**src/rtl/core/nmlet_pkg.sv**
```systemverilog
`timescale 1ns / 1ps
`default_nettype none
package nmlet_pkg;
    localparam int VALUE_BITS  = 48;
    localparam int GAIN_BITS   = 47;
    localparam int CNT_BITS    = 32;
    localparam int SUM_BITS    = 64;
    localparam int LENGTH_BITS = 32;

    typedef enum logic [1:0] {
        MODE_LOAD  = 2'd0,
        MODE_TRANS = 2'd1,
        MODE_MEAS  = 2'd2,
        MODE_CLEAR = 2'd3
    } t_mode;

    typedef enum logic [1:0] {
        REG_GAIN   = 2'd0,
        REG_OFFSET = 2'd1,
        REG_FIXPT  = 2'd2,
        REG_BAND   = 2'd3
    } t_reg;

    typedef enum logic [3:0] {
        ST_IDLE,
        ST_SQ_LO,
        ST_SQ_MID,
        ST_SQ_HI,
        ST_DIV,
        ST_SUM,
        ST_DIST,
        ST_STAT,
        ST_SQR,
        ST_ACC,
        ST_OUT
    } t_state;
endpackage
`default_nettype wire

```
**src/rtl/core/nmlet_div.sv**
```systemverilog
`timescale 1ns / 1ps
`default_nettype none
// Restoring divider, one quotient bit per cycle; quotient kept mod 2^48.
module nmlet_div #(
    parameter int FRACTION_BITS = 44
) (
    input  wire         i_clk,
    input  wire         i_rst_n,
    input  wire         i_start,
    input  wire [46:0]  i_num,
    input  wire [64:0]  i_den,
    output logic        o_done,
    output logic [47:0] o_quo
);
    localparam int NB = nmlet_pkg::GAIN_BITS + FRACTION_BITS;
    localparam int CW = $clog2(NB + 1);

    logic [NB-1:0] r_num;
    logic [65:0]   r_rem;
    logic [64:0]   r_den;
    logic [47:0]   r_quo;
    logic [CW-1:0] r_cnt;
    logic          r_busy;
    logic [65:0]   w_sh;
    logic [66:0]   w_diff;

    assign w_sh   = {r_rem[64:0], r_num[NB-1]};
    assign w_diff = {1'b0, w_sh} - {2'b00, r_den};

    always_ff @(posedge i_clk) begin
        if (!i_rst_n) begin
            r_busy <= 1'b0;
            o_done <= 1'b0;
        end else begin
            o_done <= 1'b0;
            if (i_start) begin
                r_busy <= 1'b1;
                r_cnt  <= CW'(NB);
            end else if (r_busy) begin
                r_cnt <= r_cnt - 1'b1;
                if (r_cnt == CW'(1)) begin
                    r_busy <= 1'b0;
                    o_done <= 1'b1;
                end
            end
        end
        if (i_start) begin
            r_num <= {i_num, FRACTION_BITS'(0)};
            r_den <= i_den;
            r_rem <= '0;
            r_quo <= '0;
        end else if (r_busy) begin
            r_num <= r_num << 1;
            if (!w_diff[66]) begin
                r_rem <= w_diff[65:0];
                r_quo <= {r_quo[46:0], 1'b1};
            end else begin
                r_rem <= w_sh;
                r_quo <= {r_quo[46:0], 1'b0};
            end
        end
    end
    assign o_quo = r_quo;
endmodule
`default_nettype wire

```
**config.mk**
```make
export PLATFORM = sky130hd
export DESIGN_NAME = nmlet_div
export DESIGN_NICKNAME = d
export VERILOG_FILES = /design/src/rtl/core/nmlet_pkg.sv /design/src/rtl/core/nmlet_div.sv
export SDC_FILE = /design/constraint.sdc
export NUM_CORES = 1
export LEC_CHECK = 0
export BUFFER_PORTS_ARGS = -buffer_cell sky130_fd_sc_hd__buf_4
export CORE_MARGIN = 10
export CORE_UTILIZATION = 55
export DETAILED_ROUTE_END_ITERATION = 10
export MAX_ROUTING_LAYER = met4
export PLACE_DENSITY = 0.84
export SETUP_SLACK_MARGIN = 0.02
export SYNTH_ARGS = -nofsm -noshare
export SYNTH_HDL_FRONTEND = slang
export SYNTH_SLANG_ARGS = --single-unit
```
**constraint.sdc**
```tcl
create_clock -name i_clk -period 9.7 [get_ports i_clk]
set_input_delay 0.97 -clock i_clk [delete_from_list [all_inputs] [get_ports i_clk]]
set_output_delay 0.97 -clock i_clk [all_outputs]
set_load 0.01 [all_outputs]
```
-- Yosys cells after proc, flatten, opt, wreduce, memory -nomap -nowiden
Index checks and enable logic that the tools add are counted.
- add/sub/neg operators: 2
- equality and inequality tests: 1
- mux-type cells: 9
- bitwise operators: 2
- reduce and logical (&&, ||, !) cells: 3
- operator list (cell ; count):
    two-way mux 91 bit ; 2
    subtractor 66 x 65 -> 67 bit ; 1
    two-way mux 65 bit ; 1
    equality test 7 x 1 -> 1 bit (second input constant) ; 1
    two-way mux 7 bit ; 1
    subtractor 7 x 1 -> 7 bit (second input constant) ; 1
    two-way mux 1 bit ; 5
    OR reduction 3 bit ; 1
    inverter 1 bit ; 2
    AND reduction 2 bit ; 1
    nonzero test 2 bit ; 1
- flip-flop bits (word level): 234
- input port bits: 115
- output and inout port bits: 49
- word-level logic and storage cells: 24

-- Logic depth before layout (Yosys ltp)
- depth after elaboration: 4
- mapped depth: 16

-- Worst setup path before layout
No wires, ideal clock.
- path kind: register -> register
- start point: register r_num[90]
- end point: register r_rem[42]
- arrival time: 3.128 ns
- data required time: 9.609 ns
- slack: 6.481 ns
- cell stages (with the launch flop): 15
- path buffers: 0
- clock period less this slack: 3.219 ns
- path through: edfxtp_1 -> inv_1 -> ha_1 -> inv_1 -> fa_1 -> a211oi_2 -> o21ai_1 -> a2111oi_2 -> nor2_1 -> a41oi_1 -> o21ai_1 -> a311oi_1 -> xnor2_1 -> nand2_1 -> a311oi_1
- cells in the longest elaborated chain, start to end: 2
- RTL lines (element ; RTL line ; text):
    from (decl) ; nmlet_div.sv:18 ; logic [NB-1:0] r_num;
    from (signal assigned) ; nmlet_div.sv:48 ; r_num <= {i_num, FRACTION_BITS'(0)};
    from (signal assigned) ; nmlet_div.sv:53 ; r_num <= r_num << 1;
    subtractor 66 x 65 -> 67 bit ; nmlet_div.sv:28 ; assign w_diff = {1'b0, w_sh} - {2'b00, r_den};
    two-way mux 65 bit ; nmlet_div.sv:54 ; if (!w_diff[66]) begin
    to (signal assigned) ; nmlet_div.sv:55 ; r_rem <= w_diff[65:0];
    to (signal assigned) ; nmlet_div.sv:58 ; r_rem <= w_sh;
    to (decl) ; nmlet_div.sv:19 ; logic [65:0] r_rem;
No other way between the ends.
A chain may end at the register's enable or synchronous reset.

-- Worst setup path in the final report
- start point: register r_num[90]
- end point: register r_rem[32]
Same word-level chain as after synthesis.

==> impl_metrics.json <==
{
  "worst_slew_pin_slew_ns": 1.09,
  "hold_depth": 2,
  "rows": 56,
  "final_common_cell": "buf_4",
  "finish.utilization_pct": 65.1,
  "grt_antenna_before_repair": 0,
  "gp_congestion": 0.942,
  "synth-main-ff-cell": "edfxtp_1",
  "drt_first_pass_iters": 5,
  "vias": 10700,
  "post-route-period-util_pct": 46.3,
  "synth_cells": 1386,
  "remaining_drc_errors": 0,
  "core_um2": 23500,
  "slowest_delay_ns": 0.63,
  "hold_viol": 0,
  "totalWireLength_um": 33600,
  "pre_cts_ws_ns": 5.25,
  "die_w_um": 175,
  "post-cts-setup-buffers": 0,
  "crit_path_cell_trace": "inv_1 -> ha_1 -> inv_1 -> fa_1 -> a211oi_2 -> o21ai_1 -> a2111oi_2 -> nor3_1 -> nor2_1 -> a21oi_1 -> nor4_2 -> buf_4 -> or2_1 -> buf_4 -> nand2_1 -> a311oi_1",
  "finalSetupTns_ns": 0,
  "worst_slew_margin_rel_pct": 27.1,
  "hold_buffers": 0,
  "clockBufferDepth": 3,
  "cts_root_buffer": "clkbuf_16",
  "report.final.slew_viol_count": 0,
  "synth-xor-area-share_pct": 4.05,
  "synth_edf_count": 119,
  "worstHoldStart": "r_rem[20]$_SDFFE_PP0P_",
  "async_flop_share_pct": 0,
  "cp-start-kind": "register",
  "ant_nets": 0,
  "cts_resized": 0,
  "path_clk_slew_ns": 0.06,
  "nFillCells": 1958,
  "setup_viol": 0,
  "layout-drive-gt1-share_pct": 18.6,
  "min_to": "r_rem[20]$_SDFFE_PP0P_",
  "synth-seq-cells": 234,
  "avgSynthCellArea_um2": 9.51,
  "cts_made_buffers": 25,
  "status": "finished, final reports clean",
  "p_per_area_nw_per_um2": 168,
  "grt_pass1_vias": 10500,
  "drtIter0Drc": 751,
  "grt_overflow": 0,
  "grt_usage_pct": 21.7,
  "critPathMaxFanout": 36,
  "synth_top_family_by_area": "compound AO/OA/AOI/OAI gates",
  "end_kind": "register",
  "synth-seq-area-share_pct": 44.6,
  "syn-num-nets": 1569,
  "max_cap_violations": 0,
  "synth-simple-area-share_pct": 14.0,
  "numClockSinks": 234,
  "synth-adder-area-share_pct": 6.51,
  "ys_warn_count": 0,
  "initial_utilization_pct": 56.0,
  "hp-class": "register to register",
  "vias_per_cell": 5.79,
  "clock_latency_ns": 0.54,
  "ioPinCount": 164,
  "grt_max_degree": 86,
  "peakVddDrop_mv": 0.172,
  "h-tree-depth": 1,
  "leakagePower_nw": 6.35,
  "fin_skew_ns": 0.00927,
  "finalNetCount": 1688,
  "syn_to_final_growth_pct": 16.3,
  "path_buf_inv": 4,
  "die-area_um2": 30600,
  "io_buffers": 163,
  "criticalPathCategory": "register to register",
  "rr_startpoint": "r_num[90]$_DFFE_PN_",
  "antennaDiodeCount": 0,
  "netlist_area_um2": 13200,
  "rr_worst_depth": 16,
  "grt_pass1_wl_um": 54100,
  "place_hpwl_um": 24000,
  "crit_family": "simple AND/OR/NAND/NOR gates",
  "slowest_stage": "or2_1",
  "dieHeight_um": 175,
  "fmax_mhz": 223,
  "synth_mux_area_share_pct": 8.33,
  "postLayoutCellArea_um2": 15300,
  "rrSetupSlack_ns": 5.21,
  "rsz0062_at_grt": "false",
  "multi_input_area_um2": 6640,
  "required_ns": 10.13,
  "worstPathArrival_ns": 4.92,
  "fin_crit_ns": 4.49,
  "post-route-worst-setup-slack_ns": 5.21,
  "rr_endpoint": "r_rem[32]$_SDFFE_PP0P_",
  "synth_compound_area_share_pct": 17.4,
  "postPlaceCellArea_um2": 14500,
  "cts_tree": "done",
  "synth_cell_types": 75,
  "seqCellArea_um2": 5880,
  "wl_per_cell_um": 18.2,
  "final_cell_mix": "171 x buf_4, 153 x nand2_1, 142 x nor2_1"
}
==> cell type report <==
cell class / instances / share of cell area [%]
clock buffers: 29 / 4.38
clock inverters: 17 / 0.816
inverters: 86 / 2.11
multi-input cells: 986 / 43.3
flip-flops and latches: 234 / 38.4
well taps: 319 / 2.60
repair buffers: 172 / 8.45
==> layer usage <==
metal | part of all wire [%] | track usage, % | wire length [um] | up-vias
met2 | 44 | 33.4 | 14900 | 361
met3 | 10 | 8.00 | 3490 | 40
li1 | - | - | - | 5236
met5 | 0 | - | 0 | -
met1 | 43 | 26.9 | 14500 | 5025
met4 | 2.0 | 4.80 | 666 | 0
==> worst min-delay path: stages (launching register included) <==
cell,delay [ns]
dfxtp_1,0.33
nand2_1,0.05
o21ai_0,0.06
==> how the worst max path moves through the flow <==
stage	depth (start not counted)	start	endpoint	slack (ns)
global placement	16	r_num[90]$_DFFE_PN_	r_rem[34]$_SDFFE_PP0P_	5.47
floorplan	14	r_num[90]$_DFFE_PN_	r_rem[42]$_SDFFE_PP0P_	6.48
finish	16	r_num[90]$_DFFE_PN_	r_rem[32]$_SDFFE_PP0P_	5.21
CTS	16	r_num[90]$_DFFE_PN_	r_rem[32]$_SDFFE_PP0P_	5.23
detailed placement	16	r_num[90]$_DFFE_PN_	r_rem[32]$_SDFFE_PP0P_	5.25
global route	16	r_num[90]$_DFFE_PN_	r_rem[52]$_SDFFE_PP0P_	4.89
==> flip-flops by register name (all words and copies together), names as in the netlist <==
name	cells
o_done	1
o_quo	48
r_busy	1
r_cnt	7
r_den	65
r_num	47
r_rem	65
==> kinds of logic after synthesis <==
logic type / after synthesis
compound gates: 338
xor+xnor: 61
fa+ha+maj: 68
buf+inv: 166
flops: 234
mux: 104
simple gates: 415
==> Yosys cell counts, types with 11 or more instances <==
master / count / area (um2)
inv_1: 85 / 319
o21a_1: 11 / 82.6
o21ai_0: 71 / 355
nor3_1: 22 / 110
clkbuf_1: 51 / 191
buf_1: 11 / 41.3
o21bai_1: 16 / 120
nand2_1: 153 / 574
buf_2: 12 / 60.1
ha_1: 67 / 838
xor2_1: 24 / 210
mux2_2: 46 / 518
edfxtp_1: 119 / 3570
nand4_1: 24 / 150
nand3_1: 11 / 55.1
a21o_1: 25 / 188
mux2i_1: 58 / 581
dfxtp_1: 115 / 2300
a21oi_1: 92 / 460
nor2_1: 143 / 537
xnor2_1: 37 / 324
a311oi_1: 27 / 236
==> where the power goes <==
group / switching, W / internal (W)
Sequential: 0.0000386 / 0.00111
Clock: 0.000405 / 0.000524
Combinational: 0.000287 / 0.000207
Total: 0.000731 / 0.00184
==> metrics by stage <==
step                hold slack [ns]  cells  power, W
global placement              0.464   1797   0.00164
floorplan                     0.447   1386   0.00152
detailed placement            0.480   1797   0.00166
global route                  0.495   1843   0.00269
finish                        0.486   1843   0.00257
CTS                           0.489   1843   0.00259
Note: power is estimated with default switching activity, not from simulation.
